[config.mk]
export PLATFORM = sky130hd
export DESIGN_NAME = bounded_job_queue_with_admission_top
export DESIGN_NICKNAME = d
export VERILOG_FILES = /design/src/rtl/core/bjq_pkg.sv /design/src/rtl/core/bjq_ctrl.sv /design/src/rtl/core/bjq_dpath.sv /design/src/rtl/core/bounded_job_queue_with_admission_top.sv
export SDC_FILE = /design/constraint.sdc
export NUM_CORES = 2
export LEC_CHECK = 0
export BUFFER_PORTS_ARGS = -buffer_cell sky130_fd_sc_hd__buf_4
export CORE_MARGIN = 3
export CORE_UTILIZATION = 45
export CTS_CLUSTER_SIZE = 16
export DETAILED_ROUTE_END_ITERATION = 16
export PLACE_DENSITY = 0.6
export SLEW_MARGIN = 20
export SYNTH_ARGS = -nofsm -noshare
export SYNTH_HDL_FRONTEND = slang
export SYNTH_SLANG_ARGS = --single-unit
[constraint.sdc]
create_clock -name clk -period 5.75 [get_ports clk]
set_input_delay 0.575 -clock clk [delete_from_list [all_inputs] [get_ports clk]]
set_output_delay 0.575 -clock clk [all_outputs]
set_load 0.02 [all_outputs]
[src/rtl/core/bjq_pkg.sv]
// ----------------------------------------------------------------------------
// bjq_pkg
// Shared types, codes and widths of the bounded job queue with admission.
// ----------------------------------------------------------------------------
package bjq_pkg;

  localparam int DEPTH_DEF = 16;

  localparam int CNT_W    = 5;
  localparam int ID_W     = 32;
  localparam int HANDLE_W = 16;
  localparam int CLIENT_W = 16;
  localparam int OP_W     = 2;
  localparam int STATUS_W = 3;

  localparam int IN_TDATA_W  = 64;
  localparam int OUT_PAY_W   = ID_W + HANDLE_W + CLIENT_W + 2 * CNT_W;
  localparam int OUT_TDATA_W = ((OUT_PAY_W + 7) / 8) * 8;
  localparam int CFG_IDX_W   = 1;

  localparam logic [CNT_W-1:0] CAPACITY_RST    = 5'd16;
  localparam logic [CNT_W-1:0] CONCURRENCY_RST = 5'd1;

  localparam logic [CFG_IDX_W-1:0] REG_CAPACITY    = 1'd0;
  localparam logic [CFG_IDX_W-1:0] REG_CONCURRENCY = 1'd1;

  localparam logic [OP_W-1:0] OP_ENQUEUE = 2'd0;
  localparam logic [OP_W-1:0] OP_START   = 2'd1;
  localparam logic [OP_W-1:0] OP_DELETE  = 2'd2;
  localparam logic [OP_W-1:0] OP_FINISH  = 2'd3;

  localparam logic [STATUS_W-1:0] ST_OK       = 3'd0;
  localparam logic [STATUS_W-1:0] ST_FULL     = 3'd1;
  localparam logic [STATUS_W-1:0] ST_EMPTY    = 3'd2;
  localparam logic [STATUS_W-1:0] ST_LIMIT    = 3'd3;
  localparam logic [STATUS_W-1:0] ST_NOTFOUND = 3'd4;
  localparam logic [STATUS_W-1:0] ST_NONERUN  = 3'd5;

  typedef struct packed {
    logic [ID_W-1:0]     id;
    logic [HANDLE_W-1:0] handle;
    logic [CLIENT_W-1:0] client;
  } entry_t;

  // Commands from the controller to the datapath.
  typedef struct packed {
    logic                req_load;
    logic                enq_commit;
    logic                fin_commit;
    logic                refuse;
    logic [STATUS_W-1:0] refuse_code;
    logic                ptr_clear;
    logic                ptr_inc;
    logic                rd_en;
    logic                rd_next;
    logic                capture;
    logic                shift_wr;
    logic                remove;
    logic                out_load;
  } cmd_t;

  // Status from the datapath to the controller.
  typedef struct packed {
    logic [OP_W-1:0] op;
    logic            full;
    logic            empty;
    logic            limit;
    logic            none_run;
    logic            id_match;
    logic            more;
    logic            more2;
    logic            out_free;
  } sts_t;

endpackage

[src/rtl/core/bjq_ctrl.sv]
// ----------------------------------------------------------------------------
// bjq_ctrl
// Sequencer for the job queue: decides each operation, walks the entry
// memory for search and compaction, and hands the result to the output.
// ----------------------------------------------------------------------------
module bjq_ctrl (
  input  logic          clk,
  input  logic          rst_n,
  input  logic          in_tvalid,
  output logic          in_tready,
  input  bjq_pkg::sts_t sts,
  output bjq_pkg::cmd_t cmd
);

  localparam logic [2:0] S_IDLE   = 3'd0;
  localparam logic [2:0] S_DECIDE = 3'd1;
  localparam logic [2:0] S_SRD    = 3'd2;
  localparam logic [2:0] S_SCMP   = 3'd3;
  localparam logic [2:0] S_HRD    = 3'd4;
  localparam logic [2:0] S_HWR    = 3'd5;
  localparam logic [2:0] S_REMOVE = 3'd6;
  localparam logic [2:0] S_DONE   = 3'd7;

  logic [2:0] state_r;
  logic [2:0] state_nxt;

  assign in_tready = (state_r == S_IDLE);

  always_comb begin
    state_nxt = state_r;
    cmd       = '0;
    unique case (state_r)
      S_IDLE: begin
        if (in_tvalid) begin
          cmd.req_load = 1'b1;
          state_nxt    = S_DECIDE;
        end
      end
      S_DECIDE: begin
        state_nxt = S_DONE;
        unique case (sts.op)
          bjq_pkg::OP_ENQUEUE: begin
            if (sts.full) begin
              cmd.refuse      = 1'b1;
              cmd.refuse_code = bjq_pkg::ST_FULL;
            end else begin
              cmd.enq_commit = 1'b1;
            end
          end
          bjq_pkg::OP_START: begin
            if (sts.empty) begin
              cmd.refuse      = 1'b1;
              cmd.refuse_code = bjq_pkg::ST_EMPTY;
            end else if (sts.limit) begin
              cmd.refuse      = 1'b1;
              cmd.refuse_code = bjq_pkg::ST_LIMIT;
            end else begin
              cmd.ptr_clear = 1'b1;
              state_nxt     = S_SRD;
            end
          end
          bjq_pkg::OP_DELETE: begin
            if (sts.empty) begin
              cmd.refuse      = 1'b1;
              cmd.refuse_code = bjq_pkg::ST_NOTFOUND;
            end else begin
              cmd.ptr_clear = 1'b1;
              state_nxt     = S_SRD;
            end
          end
          bjq_pkg::OP_FINISH: begin
            if (sts.none_run) begin
              cmd.refuse      = 1'b1;
              cmd.refuse_code = bjq_pkg::ST_NONERUN;
            end else begin
              cmd.fin_commit = 1'b1;
            end
          end
        endcase
      end
      S_SRD: begin
        cmd.rd_en = 1'b1;
        state_nxt = S_SCMP;
      end
      S_SCMP: begin
        // Start always takes the head entry, which is the first one read.
        if (sts.op == bjq_pkg::OP_START || sts.id_match) begin
          cmd.capture = 1'b1;
          state_nxt   = sts.more ? S_HRD : S_REMOVE;
        end else if (sts.more) begin
          cmd.ptr_inc = 1'b1;
          state_nxt   = S_SRD;
        end else begin
          cmd.refuse      = 1'b1;
          cmd.refuse_code = bjq_pkg::ST_NOTFOUND;
          state_nxt       = S_DONE;
        end
      end
      S_HRD: begin
        cmd.rd_en   = 1'b1;
        cmd.rd_next = 1'b1;
        state_nxt   = S_HWR;
      end
      S_HWR: begin
        cmd.shift_wr = 1'b1;
        cmd.ptr_inc  = 1'b1;
        state_nxt    = sts.more2 ? S_HRD : S_REMOVE;
      end
      S_REMOVE: begin
        cmd.remove = 1'b1;
        state_nxt  = S_DONE;
      end
      S_DONE: begin
        if (sts.out_free) begin
          cmd.out_load = 1'b1;
          state_nxt    = S_IDLE;
        end
      end
      default: state_nxt = S_IDLE;
    endcase
  end

  always_ff @(posedge clk) begin
    if (!rst_n) begin
      state_r <= S_IDLE;
    end else begin
      state_r <= state_nxt;
    end
  end

  assert property (@(posedge clk) disable iff (!rst_n)
    cmd.req_load |=> state_r == S_DECIDE)
    else $error("accepted word did not reach the decide step");

  assert property (@(posedge clk) disable iff (!rst_n)
    cmd.out_load |=> in_tready)
    else $error("controller not idle after handing off a result");

  assert property (@(posedge clk) disable iff (!rst_n)
    cmd.shift_wr |-> $past(cmd.rd_en) && $past(cmd.rd_next))
    else $error("compaction write without a preceding read of the next entry");

endmodule

[src/rtl/core/bjq_dpath.sv]
// ----------------------------------------------------------------------------
// bjq_dpath
// Entry memory, counters, configuration registers, request latch, result
// staging and the output register of the job queue.
// ----------------------------------------------------------------------------
module bjq_dpath #(
  parameter int DEPTH = bjq_pkg::DEPTH_DEF
) (
  input  logic                              clk,
  input  logic                              rst_n,
  input  bjq_pkg::cmd_t                     cmd,
  output bjq_pkg::sts_t                     sts,
  input  logic                              cfg_we,
  input  logic [bjq_pkg::CFG_IDX_W-1:0]     cfg_index,
  input  logic [bjq_pkg::CNT_W-1:0]         cfg_wdata,
  input  logic [bjq_pkg::OP_W-1:0]          in_opcode,
  input  logic [bjq_pkg::HANDLE_W-1:0]      in_handle,
  input  logic [bjq_pkg::CLIENT_W-1:0]      in_client,
  input  logic [bjq_pkg::ID_W-1:0]          in_target,
  input  logic                              out_tready,
  output logic                              out_valid,
  output logic [bjq_pkg::STATUS_W-1:0]      out_status,
  output logic [bjq_pkg::ID_W-1:0]          out_id,
  output logic [bjq_pkg::HANDLE_W-1:0]      out_handle,
  output logic [bjq_pkg::CLIENT_W-1:0]      out_client,
  output logic [bjq_pkg::CNT_W-1:0]         out_queued,
  output logic [bjq_pkg::CNT_W-1:0]         out_running
);

  localparam int AW   = $clog2(DEPTH);
  localparam int CW   = $clog2(DEPTH + 1);
  localparam int CMPW = (CW > bjq_pkg::CNT_W) ? CW : bjq_pkg::CNT_W;

  // Entry memory, index 0 the oldest waiting job.
  bjq_pkg::entry_t mem [DEPTH];
  bjq_pkg::entry_t rd_data_r;
  logic            wr_en;
  logic [AW-1:0]   wr_addr;
  bjq_pkg::entry_t wr_data;
  bjq_pkg::entry_t enq_data;
  logic [AW-1:0]   rd_addr;

  logic [CW-1:0]               wc_r;
  logic [bjq_pkg::ID_W-1:0]    next_id_r;
  logic [bjq_pkg::CNT_W-1:0]   run_r;
  logic [bjq_pkg::CNT_W-1:0]   cap_r;
  logic [bjq_pkg::CNT_W-1:0]   conc_r;
  logic [AW-1:0]               ptr_r;
  logic                        out_valid_r;

  logic [bjq_pkg::OP_W-1:0]     op_r;
  logic [bjq_pkg::HANDLE_W-1:0] handle_r;
  logic [bjq_pkg::CLIENT_W-1:0] client_r;
  logic [bjq_pkg::ID_W-1:0]     target_r;

  logic [bjq_pkg::STATUS_W-1:0] res_status_r;
  bjq_pkg::entry_t              res_r;

  logic [bjq_pkg::STATUS_W-1:0] out_status_r;
  bjq_pkg::entry_t              out_r;
  logic [bjq_pkg::CNT_W-1:0]    out_queued_r;
  logic [bjq_pkg::CNT_W-1:0]    out_running_r;

  logic [CMPW-1:0] wc_ext;
  logic [CW:0]     ptr_p1;
  logic [CW:0]     ptr_p2;
  logic [CW:0]     wc_w;
  logic [AW-1:0]   ptr_inc;

  assign wc_ext  = CMPW'(wc_r);
  assign ptr_p1  = (CW + 1)'(ptr_r) + (CW + 1)'(1);
  assign ptr_p2  = (CW + 1)'(ptr_r) + (CW + 1)'(2);
  assign wc_w    = (CW + 1)'(wc_r);
  assign ptr_inc = ptr_r + AW'(1);

  // The capacity limit saturates at the memory depth.
  assign sts.op       = op_r;
  assign sts.full     = (wc_ext >= CMPW'(cap_r)) || (wc_r == CW'(DEPTH));
  assign sts.empty    = (wc_r == '0);
  assign sts.limit    = (run_r >= conc_r);
  assign sts.none_run = (run_r == '0);
  assign sts.id_match = (rd_data_r.id == target_r);
  assign sts.more     = (ptr_p1 < wc_w);
  assign sts.more2    = (ptr_p2 < wc_w);
  assign sts.out_free = !out_valid_r || out_tready;

  assign enq_data = '{id: next_id_r, handle: handle_r, client: client_r};
  assign wr_en    = cmd.enq_commit || cmd.shift_wr;
  assign wr_addr  = cmd.shift_wr ? ptr_r : wc_r[AW-1:0];
  assign wr_data  = cmd.shift_wr ? rd_data_r : enq_data;
  assign rd_addr  = cmd.rd_next ? ptr_inc : ptr_r;

  always_ff @(posedge clk) begin
    if (wr_en) begin
      mem[wr_addr] <= wr_data;
    end
    if (cmd.rd_en) begin
      rd_data_r <= mem[rd_addr];
    end
  end

  // Control state.
  always_ff @(posedge clk) begin
    if (!rst_n) begin
      wc_r        <= '0;
      next_id_r   <= '0;
      run_r       <= '0;
      cap_r       <= bjq_pkg::CAPACITY_RST;
      conc_r      <= bjq_pkg::CONCURRENCY_RST;
      out_valid_r <= 1'b0;
    end else begin
      if (cfg_we) begin
        unique case (cfg_index)
          bjq_pkg::REG_CAPACITY:    cap_r  <= cfg_wdata;
          bjq_pkg::REG_CONCURRENCY: conc_r <= cfg_wdata;
        endcase
      end
      if (cmd.enq_commit) begin
        wc_r      <= wc_r + CW'(1);
        next_id_r <= next_id_r + bjq_pkg::ID_W'(1);
      end
      if (cmd.remove) begin
        wc_r <= wc_r - CW'(1);
        if (op_r == bjq_pkg::OP_START) begin
          run_r <= run_r + bjq_pkg::CNT_W'(1);
        end
      end
      if (cmd.fin_commit) begin
        run_r <= run_r - bjq_pkg::CNT_W'(1);
      end
      if (cmd.out_load) begin
        out_valid_r <= 1'b1;
      end else if (out_tready) begin
        out_valid_r <= 1'b0;
      end
    end
  end

  // Payload registers.
  always_ff @(posedge clk) begin
    if (cmd.req_load) begin
      op_r     <= in_opcode;
      handle_r <= in_handle;
      client_r <= in_client;
      target_r <= in_target;
    end
    if (cmd.ptr_clear) begin
      ptr_r <= '0;
    end else if (cmd.ptr_inc) begin
      ptr_r <= ptr_inc;
    end
    if (cmd.refuse) begin
      res_status_r <= cmd.refuse_code;
      res_r        <= '0;
    end else if (cmd.enq_commit) begin
      res_status_r <= bjq_pkg::ST_OK;
      res_r        <= '{id: next_id_r, handle: '0, client: '0};
    end else if (cmd.fin_commit) begin
      res_status_r <= bjq_pkg::ST_OK;
      res_r        <= '0;
    end else if (cmd.capture) begin
      res_status_r <= bjq_pkg::ST_OK;
      res_r        <= rd_data_r;
    end
    if (cmd.out_load) begin
      out_status_r  <= res_status_r;
      out_r         <= res_r;
      out_queued_r  <= wc_ext[bjq_pkg::CNT_W-1:0];
      out_running_r <= run_r;
    end
  end

  assign out_valid   = out_valid_r;
  assign out_status  = out_status_r;
  assign out_id      = out_r.id;
  assign out_handle  = out_r.handle;
  assign out_client  = out_r.client;
  assign out_queued  = out_queued_r;
  assign out_running = out_running_r;

  assert property (@(posedge clk) disable iff (!rst_n)
    cmd.enq_commit |-> !sts.full && wc_r < CW'(DEPTH))
    else $error("enqueue written past the admission limit");

  assert property (@(posedge clk) disable iff (!rst_n)
    cmd.remove |-> wc_r != '0)
    else $error("entry removed from an empty queue");

  assert property (@(posedge clk) disable iff (!rst_n)
    cmd.shift_wr |-> sts.more)
    else $error("compaction write beyond the waiting entries");

  assert property (@(posedge clk) disable iff (!rst_n)
    cmd.remove && op_r == bjq_pkg::OP_START |-> run_r < conc_r)
    else $error("job started above the concurrency limit");

endmodule

[src/rtl/core/bounded_job_queue_with_admission_top.sv]
// ----------------------------------------------------------------------------
// bounded_job_queue_with_admission_top
// Ordered job queue with capacity and concurrency admission, delete by id.
//
//   channel  dir  handshake           tdata / tuser
//   in_      in   in_tvalid/tready    job_handle, client_id, target_id / opcode
//   out_     out  out_tvalid/tready   job_id, handles, counts / status
//   cfg_     in   cfg_we              capacity, concurrency by cfg_index
//
// Enqueue, finish and the refusals decided at once pass the accept, decide
// and done states; done waits while the output word is not yet taken. Start and
// delete walk the entry memory: a read and a compare per entry compared, a
// read and a write per entry shifted down, then a remove. One word is in
// work at a time; the next is accepted once the result enters the output
// register, even while that word waits. Reset is synchronous; no memory clear.
// ----------------------------------------------------------------------------
module bounded_job_queue_with_admission_top #(
  parameter int DEPTH = bjq_pkg::DEPTH_DEF
) (
  input  logic                               clk,
  input  logic                               rst_n,
  input  logic                               in_tvalid,
  output logic                               in_tready,
  input  logic [bjq_pkg::IN_TDATA_W-1:0]     in_tdata,   // job_handle, client_id, target_id
  input  logic [bjq_pkg::OP_W-1:0]           in_tuser,   // opcode
  output logic                               out_tvalid,
  input  logic                               out_tready,
  // job_id, job_handle_out, client_id_out, queued_count, running_count, zero pad
  output logic [bjq_pkg::OUT_TDATA_W-1:0]    out_tdata,
  output logic [bjq_pkg::STATUS_W-1:0]       out_tuser,  // status
  input  logic                               cfg_we,
  input  logic [bjq_pkg::CFG_IDX_W-1:0]      cfg_index,
  input  logic [bjq_pkg::CNT_W-1:0]          cfg_wdata
);

  bjq_pkg::cmd_t cmd;
  bjq_pkg::sts_t sts;

  logic [bjq_pkg::ID_W-1:0]     out_id;
  logic [bjq_pkg::HANDLE_W-1:0] out_handle;
  logic [bjq_pkg::CLIENT_W-1:0] out_client;
  logic [bjq_pkg::CNT_W-1:0]    out_queued;
  logic [bjq_pkg::CNT_W-1:0]    out_running;

  bjq_ctrl u_ctrl (
    .clk       (clk),
    .rst_n     (rst_n),
    .in_tvalid (in_tvalid),
    .in_tready (in_tready),
    .sts       (sts),
    .cmd       (cmd)
  );

  bjq_dpath #(
    .DEPTH (DEPTH)
  ) u_dpath (
    .clk         (clk),
    .rst_n       (rst_n),
    .cmd         (cmd),
    .sts         (sts),
    .cfg_we      (cfg_we),
    .cfg_index   (cfg_index),
    .cfg_wdata   (cfg_wdata),
    .in_opcode   (in_tuser),
    .in_handle   (in_tdata[15:0]),
    .in_client   (in_tdata[31:16]),
    .in_target   (in_tdata[63:32]),
    .out_tready  (out_tready),
    .out_valid   (out_tvalid),
    .out_status  (out_tuser),
    .out_id      (out_id),
    .out_handle  (out_handle),
    .out_client  (out_client),
    .out_queued  (out_queued),
    .out_running (out_running)
  );

  assign out_tdata = {{(bjq_pkg::OUT_TDATA_W - bjq_pkg::OUT_PAY_W){1'b0}},
                      out_running, out_queued, out_client, out_handle, out_id};

endmodule

* Word level (Yosys, flattened, before mapping)
Memories as Yosys holds them, arrays and structs flattened. A register that Yosys moved wholly into a read port is not among the register bits.
Index checks and enable logic that the tools add are counted.
** Word-level totals
- Bits in registers :: 270
- Bits in latches :: 0
- Memory bits (writable) :: 1024
- Memory bits (read-only) :: 0
- Output and inout port bits :: 85
- Memories :: 1
** Cells by class
- $add $sub $neg :: 8
- Multiply operators :: 0
- Div/mod/pow operators :: 0
- Magnitude comparators :: 4
- Eq/ne operators :: 14
- Shifts and indexed selects :: 0
- Multiplexer cells :: 62
- Bitwise operators :: 1
- Reduce and logical (&&, ||, !) cells :: 21
** Memories
- u_dpath.mem :: depth 16, bits a word 64, rd ports 1, clocked after memory_dff 1, wr ports 1, RTL line bjq_dpath.sv:35 : bjq_pkg::entry_t mem [DEPTH];
** Operators with widths (number)
- 64-bit two-way mux :: 4
- 4-bit two-way mux :: 9
- 3-bit two-way mux :: 11
- 32-bit by 1-bit adder with 32-bit output (second input constant) :: 1
- 32-bit equality test :: 1
- 5-bit two-way mux :: 5
- 1-bit two-way mux :: 24
- 3-bit case mux with 8 select lines :: 1
- 4-bit case mux with 4 select lines :: 1
- 3-bit equality test (second input constant) :: 4
- 6-bit by 5-bit less-than comparator with 1-bit output :: 2
- 5-bit by 1-bit adder with 5-bit output (second input constant) :: 2
- 5-bit >= comparator :: 2
- 5-bit zero test :: 2
- 5-bit by 1-bit subtractor with 5-bit output (second input constant) :: 2
- 4-bit case mux with 2 select lines :: 1
- 2-bit AND reduction :: 4
- 2-bit nonzero test :: 4
- 3-bit by 2-bit equality test with 1-bit output (second input constant) :: 2
- 2-bit two-way mux :: 3
- 3-bit case mux with 2 select lines :: 1
- 4-bit by 1-bit adder with 5-bit output (second input constant) :: 1
- 4-bit by 2-bit adder with 5-bit output (second input constant) :: 1
- 5-bit equality test (second input constant) :: 1
- 15 further kinds :: 21

* Depth between registers and ports, before layout
- Depth in word-level cells :: 8
- Depth in mapped cells :: 11
- Gate-level depth less buffers :: 11

* Hierarchy
A second synthesis with hierarchy kept.
** Second synthesis, totals
- Cells, all modules :: 2615
- Area total of the unflattened synthesis :: 51941.1 sq um
** By module, submodules not included
- bjq_dpath :: times used 1, cells each 2541, area an instance 51445.6 sq um
- bjq_ctrl :: times used 1, cells each 67, area an instance 446.7 sq um
- bounded_job_queue_with_admission_top :: times used 1, cells each 7, area an instance 48.8 sq um

* Least setup slack after synthesis
OpenSTA, ideal clock, no wires.
- Kind :: reg-to-reg
- Start point :: register u_dpath.wc_r[0] (netlist: u_dpath.wc_ext[0])
- End point :: memory u_dpath.mem[13][0] (netlist bit) (enable)
- Library setup time :: 0.494 ns
- Arrival time :: 4.784 ns
- Data required time :: 5.256 ns
- Slack :: 0.472 ns
- Stages on the path, launching flop included :: 9
- Cells stage by stage :: dfxtp_1 -> inv_1 -> ha_1 -> nand2b_1 -> a2111o_1 -> a21oi_2 -> nand2_1 -> o22a_1 -> nor2b_1
** On the way
- Word-level cells in the longest chain between the ends :: 8
- Elaborated cells on any way between the ends :: 10
** Ends and longest elaborated chain
- start, declared :: RTL line bjq_dpath.sv:43 : logic [CW-1:0] wc_r;
- start signal, assigned :: RTL line bjq_dpath.sv:119 : wc_r <= wc_r + CW'(1);
- start signal, assigned :: RTL line bjq_dpath.sv:123 : wc_r <= wc_r - CW'(1);
- 5-bit >= comparator / 5-bit equality test (equally long branches) :: RTL line bjq_dpath.sv:78 : assign sts.full = (wc_ext >= CMPW'(cap_r)) || (wc_r == CW'(DEPTH));
- 1-bit logical OR :: RTL line bjq_dpath.sv:78
- 1-bit two-way mux :: RTL line bjq_ctrl.sv:43 : if (sts.full) begin
- 1-bit two-way mux :: RTL line bjq_ctrl.sv:41 : unique case (sts.op)
- 2-bit two-way mux :: RTL line bjq_ctrl.sv:32 : unique case (state_r)
- 1-bit logical OR :: RTL line bjq_dpath.sv:88 : assign wr_en = cmd.enq_commit || cmd.shift_wr;
- 1-bit two-way mux :: RTL line bjq_dpath.sv:94 : if (wr_en) begin
- 1-bit two-way mux (not written as such) :: RTL line bjq_dpath.sv:95 : mem[wr_addr] <= wr_data;
- end, declared :: RTL line bjq_dpath.sv:35
Parallel ways exist; a longest one is shown, timed or not.

* Final worst setup path
- Start point :: register u_dpath.wc_r[0] (netlist: u_dpath.wc_ext[0])
- End point :: memory u_dpath.mem[7][55] (netlist bit) (enable)
Same word-level chain as after synthesis.

==> impl_metrics.ini <==
[sta]
clock_skew_ns = 0.0247
drv_slew = 0
worst_pin_slew_ns = 1.13
slew_headroom_pct = 24.4
fin_setup_tns_ns = 0
rsz0062_at_grt = no
post-route-period-util_pct = 72.2
period_minus_slack_ns = 4.15
fmax_mhz = 241
setup_viol = 0
hold_viol = 0

[cts]
ctsHoldBuffers = 64
root_buffer = clkbuf_16
clk_path_buf_depth = 3
clock_sinks = 1358
post_cts_buffers = 0
cts_buffers = 140
cts_tree = yes
ctsResizeCount = 0
path_clk_slew_ns = 0.06
ctsHtreeMaxLevel = 4
clk_latency_ns = 0.74

[placed_design]
io_buffers = 155
place_congestion = 0.815
place_hpwl_um = 68000
dpl.cell_count = 4254

[synthesis]
syn_avg_cell_area_um2 = 19.6
netlist_instances = 2655
synth_top_area_cell = edfxtp_1
synth.ff_latch_count = 1358
ys_top_cells_by_area = edfxtp_1 71%, mux4_2 11%, dfxtp_1 4.8%
yosys.area.top_type_share_pct = 71.2
synth_edf_count = 1234
ys_seq_area_share_pct = 75.9
ys.flop_type = edfxtp_1
synth_area_um2 = 52100
yosysWarnings = 0
yosysUniqueCellTypes = 58
async_reset_ff_share_pct = 0

[detailed_routing]
ant_nets = 0
viasPerCell = 5.69
vias = 26010
wire_per_inst_um = 26.1
dr.pass1.iters = 5
drc_errors = 0
drtIter0Drc = 2325
wirelength_um = 119000

[floorplanning]
ios = 162
rows = 124
fp.dieH_um = 346
die_area_um2 = 120000
start_util_pct = 45.4
fp.dieW_um = 346
core_um2 = 115000

[pwr]
p_per_area_nw_per_um2 = 472
p_leak_nw = 20.4
ir_drop_mv = 0.412

[finish]
final_common_cell = edfxtp_1
layout.cells.non_filler = 4574
syn2layout_area_growth_pct = 16.2
final_cell_mix = 1234 x edfxtp_1, 256 x mux4_2, 190 x buf_4
layout-drive-gt1-share_pct = 24.8
fin_nets = 3059

[critical_path]
cp_max_fo = 43
critPathRequiredTime_ns = 6.17
crit_top_cell = inv_1
critPathKind = reg2reg
crit_chain = inv_1, ha_1, nand2b_1, a2111o_1, a21oi_4, buf_4, nand2_1, o32ai_1, inv_1, nor2_4, buf_12
crit_arrival_ns = 4.57
start_kind = flop
cp-end-kind = flop
cp_slowest_stage_delay_ns = 0.71
crit_buf_inv = 4
critPathTopFamily = buffers and inverters
crit_slowest_cell = nor2_4

[global_routing]
antenna_found_initial = 0
grt_max_degree = 121
grt_use_total_pct = 20.0
first_global_vias = 27081
grt_pass1_wl_um = 178000
grt-ovfl-total = 0

[run]
drv_cap = 0

[status]
outcome = finished clean

[hold_path]
hold_path_class = in2reg
-- layer usage --
layer / vias up / wire, um / global-route usage, %
met2: 814 / 56300 / 31.6
met1: 13736 / 52600 / 28.5
met3: 149 / 7460 / 3.74
li1: 11311 / - / -
met4: 0 / 2880 / 5.98
met5: - / 0 / 0
-- synth_stat cells (3+ instances only) --
library cell  number
a21boi_0          10
a21o_1             6
a21oi_1           16
a22oi_1          130
a2bb2oi_1         32
a31oi_1            7
and2_1            39
and3_1             6
and4_1             5
buf_1             10
buf_2             48
buf_4             29
clkbuf_1          44
dfxtp_1          124
edfxtp_1        1234
ha_1              32
inv_1             33
mux2_2            64
mux2i_1           37
mux4_2           256
nand2_1          115
nand2b_1           5
nand3_1           27
nand3b_1           3
nand4_1           15
nor2_1           131
nor2b_1           15
nor3_1            51
nor4_1             6
o211ai_1           4
o21ai_0           11
o31ai_1            4
xnor2_1           58
xor2_1            18
-- stage by stage --
step / area (um^2) / utilization, % / hold WS [ns] / setup WS (ns) / power [mW]
finish: 60500 / 52.8 / 0.0591 / 1.60 / 28.6
global route: 60500 / 52.8 / 0.0315 / 1.35 / 29.9
CTS: 60500 / 52.7 / 0.0284 / 1.51 / 28.9
detailed placement: 55400 / 48.3 / 0.413 / 1.55 / 20.2
global placement: 55300 / 48.2 / 0.407 / 1.54 / 20.0
floorplan: 52100 / - / 0.400 / 0.472 / 17.8
-- cell families (layout without fill, tap and decap cells) --
family,after synthesis,in the layout,synth area share [%]
DFF,1358,1358,75.9
and+or+nand+nor,426,426,3.81
muxes,357,357,13.2
AOI/OAI and AO/OA,236,236,3.38
buffers and inverters,166,567,1.55
xor gates and xnor gates,77,77,1.31
adders and majority gates,34,34,0.846
other,1,7,0.00720
-- power by group --
group	internal (mW)	total [mW]	leakage, nW	switching [mW]
Clock	4.99	8.68	2.14	3.69
Sequential	12.1	12.7	12.2	0.606
Combinational	3.21	7.18	6.08	3.97
Total	20.3	28.6	20.4	8.27
-- path summary, 6_finish.rpt --
check                           depth (start not counted)  slack [ns]                      startpoint                         endpoint
worst max register to register                         11        1.60  u_dpath.wc_ext[0]$_SDFFE_PN0P_     u_dpath.mem[7][55]$_DFFE_PP_
worst min register to register                          0        0.42   u_dpath.res_r[9]$_SDFFE_PP0P_  u_dpath.out_client[9]$_DFFE_PP_
worst max-delay path                                   11        1.60  u_dpath.wc_ext[0]$_SDFFE_PN0P_     u_dpath.mem[7][55]$_DFFE_PP_
worst min-delay path                                    1        0.06                    in_tdata[36]    u_dpath.target_r[4]$_DFFE_PP_
-- worst reg2reg max path: stages (launching register included) --
cell and delay [ns]:
dfxtp_1 0.45, inv_1 0.20, ha_1 0.32, nand2b_1 0.15
a2111o_1 0.46, a21oi_4 0.14, buf_4 0.41, nand2_1 0.19
o32ai_1 0.27, inv_1 0.21, nor2_4 0.71, buf_12 0.30
-- area by class of cell --
cell class                      instances  area (um^2)
Antenna cell                            1         2.50
Clock buffer                          195         3860
Clock inverter                         60          551
Fill cell                            8930        54200
Inverter                               33          124
Multi-Input combinational cell       1136        12000
Sequential cell                      1358        39500
Tap cell                             1512         1890
Timing Repair Buffer                  279         2560
-- state kept, by name, indices dropped and copies added, names as in the netlist, 2 cells and up --
name / count
u_dpath.out_queued: 5
u_dpath.next_id_r: 32
u_dpath.client_r: 16
u_dpath.out_status: 3
u_dpath.run_r: 5
u_dpath.res_r: 64
u_dpath.conc_r: 5
u_dpath.out_running: 5
u_dpath.wc_ext: 5
u_ctrl.state_r: 3
u_dpath.op_r: 2
u_dpath.mem: 1024
u_dpath.rd_data_r: 64
u_dpath.target_r: 32
u_dpath.handle_r: 16
u_dpath.ptr_r: 4
u_dpath.out_id: 32
u_dpath.out_handle: 16
u_dpath.cap_r: 5
u_dpath.res_status_r: 3
u_dpath.out_client: 16
No activity file was read; power rests on OpenSTA's default activity.
